$ cat src/hdl/fsf_div_cell.sv
// One restoring division cell: decides one quotient bit and passes the word on.
module fsf_div_cell #(
    parameter int NW    = 47,
    parameter int DW    = 32,
    parameter int QW    = 17,
    parameter int SHIFT = 0,
    parameter int SW    = 1
) (
    input  logic          aclk,
    input  logic          ce,
    input  logic [NW-1:0] rem_in,
    input  logic [DW-1:0] den_in,
    input  logic [QW-1:0] quo_in,
    input  logic [SW-1:0] side_in,
    output logic [NW-1:0] rem_out,
    output logic [DW-1:0] den_out,
    output logic [QW-1:0] quo_out,
    output logic [SW-1:0] side_out
);
    localparam int W = (NW > DW + SHIFT) ? NW : DW + SHIFT;

    logic [W-1:0]  rem_ext;
    logic [W-1:0]  den_sh;
    logic          ge;
    logic [NW-1:0] rem_next;
    logic [QW-1:0] quo_next;
    logic [NW-1:0] rem_reg;
    logic [DW-1:0] den_reg;
    logic [QW-1:0] quo_reg;
    logic [SW-1:0] side_reg;

    always_comb begin
        rem_ext  = W'(rem_in);
        den_sh   = W'(den_in) << SHIFT;
        ge       = rem_ext >= den_sh;
        rem_next = ge ? NW'(rem_ext - den_sh) : rem_in;
        quo_next = quo_in;
        quo_next[SHIFT] = ge;
    end

    always_ff @(posedge aclk) begin
        if (ce) begin
            rem_reg  <= rem_next;
            den_reg  <= den_in;
            quo_reg  <= quo_next;
            side_reg <= side_in;
        end
    end

    assign rem_out  = rem_reg;
    assign den_out  = den_reg;
    assign quo_out  = quo_reg;
    assign side_out = side_reg;
endmodule

$ cat src/hdl/fsf_divider.sv
// Row of division cells, one quotient bit per cell, most significant first.
module fsf_divider #(
    parameter int NW = 47,
    parameter int DW = 32,
    parameter int QW = 17,
    parameter int SW = 1
) (
    input  logic          aclk,
    input  logic          ce,
    input  logic [NW-1:0] num,
    input  logic [DW-1:0] den,
    input  logic [SW-1:0] side_in,
    output logic [QW-1:0] quo,
    output logic [SW-1:0] side_out
);
    logic [NW-1:0] rem_c  [QW+1];
    logic [DW-1:0] den_c  [QW+1];
    logic [QW-1:0] quo_c  [QW+1];
    logic [SW-1:0] side_c [QW+1];

    assign rem_c[0]  = num;
    assign den_c[0]  = den;
    assign quo_c[0]  = '0;
    assign side_c[0] = side_in;

    for (genvar i = 0; i < QW; i++) begin : g_cell
        fsf_div_cell #(
            .NW(NW), .DW(DW), .QW(QW), .SHIFT(QW - 1 - i), .SW(SW)
        ) u_cell (
            .aclk    (aclk),
            .ce      (ce),
            .rem_in  (rem_c[i]),
            .den_in  (den_c[i]),
            .quo_in  (quo_c[i]),
            .side_in (side_c[i]),
            .rem_out (rem_c[i+1]),
            .den_out (den_c[i+1]),
            .quo_out (quo_c[i+1]),
            .side_out(side_c[i+1])
        );
    end

    assign quo      = quo_c[QW];
    assign side_out = side_c[QW];
endmodule

$ cat config.mk
export PLATFORM = sky130hd
export DESIGN_NAME = fsf_divider
export DESIGN_NICKNAME = d
export VERILOG_FILES = /design/src/hdl/fsf_div_cell.sv /design/src/hdl/fsf_divider.sv
export SDC_FILE = /design/constraint.sdc
export NUM_CORES = 2
export LEC_CHECK = 0
export BUFFER_PORTS_ARGS = -buffer_cell sky130_fd_sc_hd__buf_2
export CAP_MARGIN = 30
export CORE_UTILIZATION = 51
export CTS_BUF_LIST = sky130_fd_sc_hd__clkbuf_16
export DETAILED_ROUTE_END_ITERATION = 10
export PLACE_DENSITY = 0.67
export SLEW_MARGIN = 20
export SYNTH_ARGS = -nofsm -noshare
export SYNTH_HDL_FRONTEND = slang
export SYNTH_SLANG_ARGS = --single-unit
$ cat constraint.sdc
create_clock -name aclk -period 9.7 [get_ports aclk]
set_input_delay 2.425 -clock aclk [delete_from_list [all_inputs] [get_ports aclk]]
set_output_delay 2.425 -clock aclk [all_outputs]
set_load 0.05 [all_outputs]
* Word-level counts from Yosys, hierarchy flattened
Cells that the tools add are included.
** Storage, ports and cells
- Bits in latches :: 0
- Output and inout port bits :: 18
- Memories :: 0
- Bits in read-only memories :: 0
- Register bits :: 1434
- Input port bits :: 82
- Bits in writable memories :: 0
** Cells by class
- $lt $le $gt $ge :: 17
- Shift operators :: 0
- Equal/unequal tests :: 0
- Bitwise logic cells :: 0
- $mul :: 0
- Divide/modulo/power cells :: 0
- Muxes and demuxes :: 16
- Reduce and logical (&&, ||, !) cells :: 0
- Add/subtract/negate cells :: 16
** Operator list (count)
- $mux 47 :: 16
- $sub 47x47->47 :: 2
- $ge 47x48->1 :: 1
- $ge 47x32->1 :: 1
- $ge 47x33->1 :: 1
- $ge 47x34->1 :: 1
- $ge 47x35->1 :: 1
- $ge 47x36->1 :: 1
- $ge 47x37->1 :: 1
- $ge 47x38->1 :: 1
- $ge 47x39->1 :: 1
- $ge 47x40->1 :: 1
- $ge 47x41->1 :: 1
- $ge 47x42->1 :: 1
- $ge 47x43->1 :: 1
- $ge 47x44->1 :: 1
- $ge 47x45->1 :: 1
- $ge 47x46->1 :: 1
- $ge 47x47->1 :: 1
- $sub 47x33->47 :: 1
- $sub 47x34->47 :: 1
- $sub 47x35->47 :: 1
- $sub 47x36->47 :: 1
- $sub 47x37->47 :: 1
- other kinds (9) :: 9

* Logic depth before layout (Yosys ltp)
- Word-level depth :: 2
- Gate-level depth with buffers :: 17
- Gate-level depth less buffers :: 15

* Cells and area by module
Synthesis repeated with hierarchy kept, for this count alone.
** Second synthesis, totals
- Cells, all modules :: 8256
- Area total of the unflattened synthesis :: 92030.8 um^2
** By module, submodules not included
- fsf_div_cell (g_cell[16].u_cell) :: instances 1, area an instance 5773.0 um^2, cells each 562, sequential area each 2912.8 um^2
- fsf_div_cell (g_cell[14].u_cell) :: instances 1, area an instance 5619.1 um^2, cells each 526, sequential area each 2912.8 um^2
- fsf_div_cell (g_cell[9].u_cell) :: instances 1, area an instance 5570.3 um^2, cells each 515, sequential area each 2912.8 um^2
- fsf_div_cell (g_cell[12].u_cell) :: instances 1, area an instance 5559.1 um^2, cells each 509, sequential area each 2912.8 um^2
- fsf_div_cell (g_cell[10].u_cell) :: instances 1, area an instance 5550.3 um^2, cells each 510, sequential area each 2912.8 um^2
- fsf_div_cell (g_cell[15].u_cell) :: instances 1, area an instance 5499.0 um^2, cells each 505, sequential area each 2912.8 um^2
- fsf_div_cell (g_cell[11].u_cell) :: instances 1, area an instance 5497.8 um^2, cells each 509, sequential area each 2912.8 um^2
- fsf_div_cell (g_cell[13].u_cell) :: instances 1, area an instance 5411.4 um^2, cells each 506, sequential area each 2912.8 um^2
- fsf_div_cell (g_cell[8].u_cell) :: instances 1, area an instance 5400.2 um^2, cells each 503, sequential area each 2912.8 um^2
- fsf_div_cell (g_cell[4].u_cell) :: instances 1, area an instance 5377.7 um^2, cells each 474, sequential area each 2912.8 um^2
- fsf_div_cell (g_cell[7].u_cell) :: instances 1, area an instance 5320.1 um^2, cells each 472, sequential area each 2912.8 um^2
- fsf_div_cell (g_cell[0].u_cell) :: instances 1, area an instance 5315.1 um^2, cells each 420, sequential area each 2912.8 um^2
- fsf_div_cell (g_cell[3].u_cell) :: instances 1, area an instance 5296.3 um^2, cells each 461, sequential area each 2912.8 um^2
- fsf_div_cell (g_cell[5].u_cell) :: instances 1, area an instance 5253.8 um^2, cells each 454, sequential area each 2912.8 um^2
- +4 rows

* Least setup slack after synthesis
Ideal clock, no wire load.
- Path kind :: input port to flip-flop
- Start point :: input port num[16]
- End point :: register g_cell[0].u_cell.rem_reg[25] (data pin)
- Stages on the path :: 15
- Slack :: 4300 ps
- Path buffers :: 1
- Library setup time :: 260 ps
- Arrival time :: 5141 ps
- Cell sequence :: inv_1 -> ha_1 -> inv_1 -> fa_1 -> a21oi_1 -> o21ai_0 -> a21oi_1 -> a21oi_1 -> a41oi_1 -> o21ai_1 -> o21ai_0 -> a31o_2 -> a311oi_2 -> buf_2 -> mux2_2
** Between the ends
- Word-level cells in the longest chain between the ends :: 2
- Elaborated cells between the ends (all ways) :: 3
- Those cells by class :: 1 x add/sub; 1 x order compare; 1 x mux
** Ends and longest elaborated chain
- start: declaration :: RTL line fsf_divider.sv:10 : input logic [NW-1:0] num,
- $sub 47x47->47 / $ge 47x48->1 (equally long branches) :: RTL line fsf_div_cell.sv:36, fsf_div_cell.sv:35
- $mux 47 * :: RTL line fsf_div_cell.sv:36 : rem_next = ge ? NW'(rem_ext - den_sh) : rem_in;
- net g_cell[0].u_cell.rem_next[25] :: RTL line fsf_div_cell.sv:25 : logic [NW-1:0] rem_next;
- end signal: assignment :: RTL line fsf_div_cell.sv:43 : rem_reg <= rem_next;
- end: declaration :: RTL line fsf_div_cell.sv:27 : logic [NW-1:0] rem_reg;
The timed path passes the listed nets; every way through them passes the cells marked *.
A chain may end at the register's enable or synchronous reset.

* Worst setup path after layout
- Start point :: input port num[16]
- End point :: register g_cell[0].u_cell.rem_reg[19] (data pin)
Same word-level chain as after synthesis.

==> flow_summary.yaml <==
sta:
  relSlewSlack_pct: 29.1
  fmax_ghz: 0.168
  drv_slew: 0
  hold_violations: 0
  fin_ws_ps: 3760
  finalCriticalPeriod_ps: 5940
  rsz0062_at_grt: "no"
  tightest_slew_ps: 1050
  fin_setup_tns_ps: 0
  period_share_pct: 61.2
  fin_skew_ps: 28.6
  setup_viol: 0
synthesis:
  yosys-top-cells-area: "edfxtp_1 (54%), ha_1 (8.6%), a21oi_1 (4.2%)"
  yosysWarnings: 0
  ys.flop_type: "edfxtp_1"
  syn-num-nets: 7753
  synthTopCellsByCount: "edfxtp_1 (1434), inv_1 (696), a21oi_1 (664), ha_1 (543), nand2_1 (488)"
  yosysTopAreaCellShare_pct: 54.2
  synth_cells: 7112
  ys_seq_area_share_pct: 54.2
  ys_ff_latch: 1434
  netlist_area_mm2: 0.0794
  yosysUniqueCellTypes: 90
  synth_most_common_cell: "edfxtp_1"
  synth_edf_count: 1434
  async_flop_share_pct: 0
  syn_avg_cell_area_um2: 11.2
  synth_top_cell_by_area: "edfxtp_1"
detailed_routing:
  vias: 52455
  drc_errors: 2
  antenna_left: 0
  vias_per_cell: 5.58
  wire_per_inst_um: 17.5
  drt_iter0_drc: 2519
  dr.pass1.iters: 9
  wirelength_um: 164000
floorplan:
  core-area_mm2: 0.154
  die_h_um: 397
  io_pins: 100
  rows: 144
  initial_core_util_pct: 51.5
  dieWidth_um: 397
  fp.dieArea_mm2: 0.157
pwr:
  powerDensity_mw_per_mm2: 296
  fin_total_pwr_uw: 25900
  peakVddDrop_mv: 0.148
  leakagePower_uw: 0.0355
worst_setup_path:
  crit_family: "compound AO/OA/AOI/OAI gates"
  worstReg2RegStart: "g_cell[12].u_cell.den_out[0]$_DFFE_PP_"
  crit_path_end_kind: "register"
  reg2reg_to: "g_cell[13].u_cell.rem_out[44]$_DFFE_PP_"
  cp_max_fo: 30
  cp_data_required_time_ps: 10240
  crit_cells: 16
  start_kind: "input port"
  crit_chain: "buf_2, inv_1, ha_1, inv_1, fa_1, a21oi_1, o21ai_0, a21oi_1, a21oi_1, a41oi_1, o21ai_1, o21ai_0, a31o_2, a311oi_4, buf_4, mux2_2"
  crit_end: "g_cell[0].u_cell.rem_out[19]$_DFFE_PP_"
  r2r_cells: 15
  cp.arrival_ps: 6480
  slowest_delay_ps: 560
  crit_buf_inv: 4
  cp-startpoint: "num[16]"
  ff2ff_setup_slack_ps: 4750
  critical_path.slowest_cell: "o21ai_1"
  cpMostUsedCell: "a21oi_1"
  path_class: "in -> reg"
final_layout:
  finish.utilization_pct: 56.6
  syn_to_final_growth_pct: 10.0
  register_area_mm2: 0.0431
  antenna_cells: 0
  multiInputGateArea_mm2: 0.0330
  fill_cells: 12727
  stdcell_area_mm2: 0.0873
  drive_above_1_share_pct: 7.22
  nets: 7870
clock_network:
  h-tree-depth: 4
  cts_hold_buf: 0
  cts_inserted_buffers: 159
  cts_resized: 0
  clk_latency_ps: 790
  clockBufferDepth: 3
  cts_tree: "done"
  clk_pin_slew_worst_paths_ps: 60
  cts_setup_buffers: 0
  cts_root_buffer: "clkbuf_16"
  clock_sinks: 1434
status:
  violations: "DRC"
  status: "finished, violations left"
place:
  io_buffer_count: 99
  placed_cell_area_mm2: 0.0822
  dpl_worst_slack_ps: 3040
  dp_hpwl_um: 126000
  place_congestion: 0.933
global_routing:
  grt_pass1_vias: 53691
  grt_max_degree: 187
  grt_usage_pct: 20.7
  grt_pass1_wl_um: 263000
  antenna_found_initial: 1
  grt_overflow: 0
hold_path:
  hp-class: "reg -> reg"
run:
  cap_violations: 0
## per-stage QoR
step | hold slack (ps) | std cells
after floorplan | 400 | 7112
after global placement | 401 | 9108
after detailed placement | 405 | 9112
after CTS | 416 | 9397
after global routing | 416 | 9397
final | 414 | 9397
## state kept, by name (all words and copies together), names as in the netlist
register / cells
g_cell.u_cell.side_out: 17
g_cell.u_cell.rem_out: 752
g_cell.u_cell.den_out: 512
g_cell.u_cell.quo_out: 153
## layout by cell type, fill, tap and decap left out, types with 19 or more instances in the layout
cell / count
edfxtp_1: 1434
inv_1: 737
a21oi_1: 663
ha_1: 543
nand2_1: 487
nor2_1: 474
o21ai_0: 403
a21o_1: 323
xnor2_1: 308
xor2_1: 241
clkbuf_16: 160
nand3_1: 111
mux2_2: 105
buf_2: 100
nand4_1: 99
nor3_1: 97
o21bai_1: 76
nor4_1: 72
nor2b_1: 64
a31oi_1: 63
o21a_1: 59
nand2b_1: 57
and3_1: 44
buf_4: 40
clkinv_1: 37
a211oi_1: 35
o31ai_1: 32
or3_1: 31
o211ai_1: 26
or4_1: 24
or2_2: 24
and4_1: 21
clkinv_2: 20
and2_1: 19
## kinds of logic after synthesis
logic type / synth area share [%]
xor gates and xnor gates: 6.06
AOI/OAI and AO/OA: 14.7
muxes: 1.60
DFF: 54.2
buffers and inverters: 4.26
adders and majority gates: 8.96
and+or+nand+nor: 10.2
## where the power goes
| group | internal, uW | switching, uW | leakage, uW |
|---|---|---|---|
| combinational | 4520 | 5900 | 0.0190 |
| clock | 3310 | 2450 | 0.00263 |
| sequential | 8890 | 801 | 0.0139 |
| total | 16700 | 9150 | 0.0355 |
## worst min-delay path by stage
stage / start / to / cells past startpoint
after global routing: g_cell[15].u_cell.quo_out[9]$_DFFE_PP_ / g_cell[16].u_cell.quo_out[9]$_DFFE_PP_ / 0
after floorplan: g_cell[9].u_cell.quo_out[10]$_DFFE_PP_ / g_cell[10].u_cell.quo_out[10]$_DFFE_PP_ / 0
after global placement: g_cell[7].u_cell.side_out$_DFFE_PP_ / g_cell[8].u_cell.side_out$_DFFE_PP_ / 0
after detailed placement: g_cell[9].u_cell.quo_out[11]$_DFFE_PP_ / g_cell[10].u_cell.quo_out[11]$_DFFE_PP_ / 0
after CTS: g_cell[10].u_cell.quo_out[8]$_DFFE_PP_ / g_cell[11].u_cell.quo_out[8]$_DFFE_PP_ / 0
final: g_cell[8].u_cell.quo_out[12]$_DFFE_PP_ / g_cell[9].u_cell.quo_out[12]$_DFFE_PP_ / 0
## layout make-up
class / count / area share (%)
inverter: 697 / 3.00
clock inverter: 125 / 1.26
timing repair buffer: 148 / 1.10
clock buffer: 160 / 4.58
tap: 2044 / 2.93
sequential: 1434 / 49.3
multi-input combinational: 4789 / 37.8
## per-layer routing
layer  GRT usage, %  up-vias  wire length [um]
met2           40.7     1173             89200
li1               -    26291                 -
met1           19.4    24468             58200
met5              0        -                 0
met3           2.68      523              4890
met4           14.9        0             12100
No activity file was read; power rests on OpenSTA's default activity.
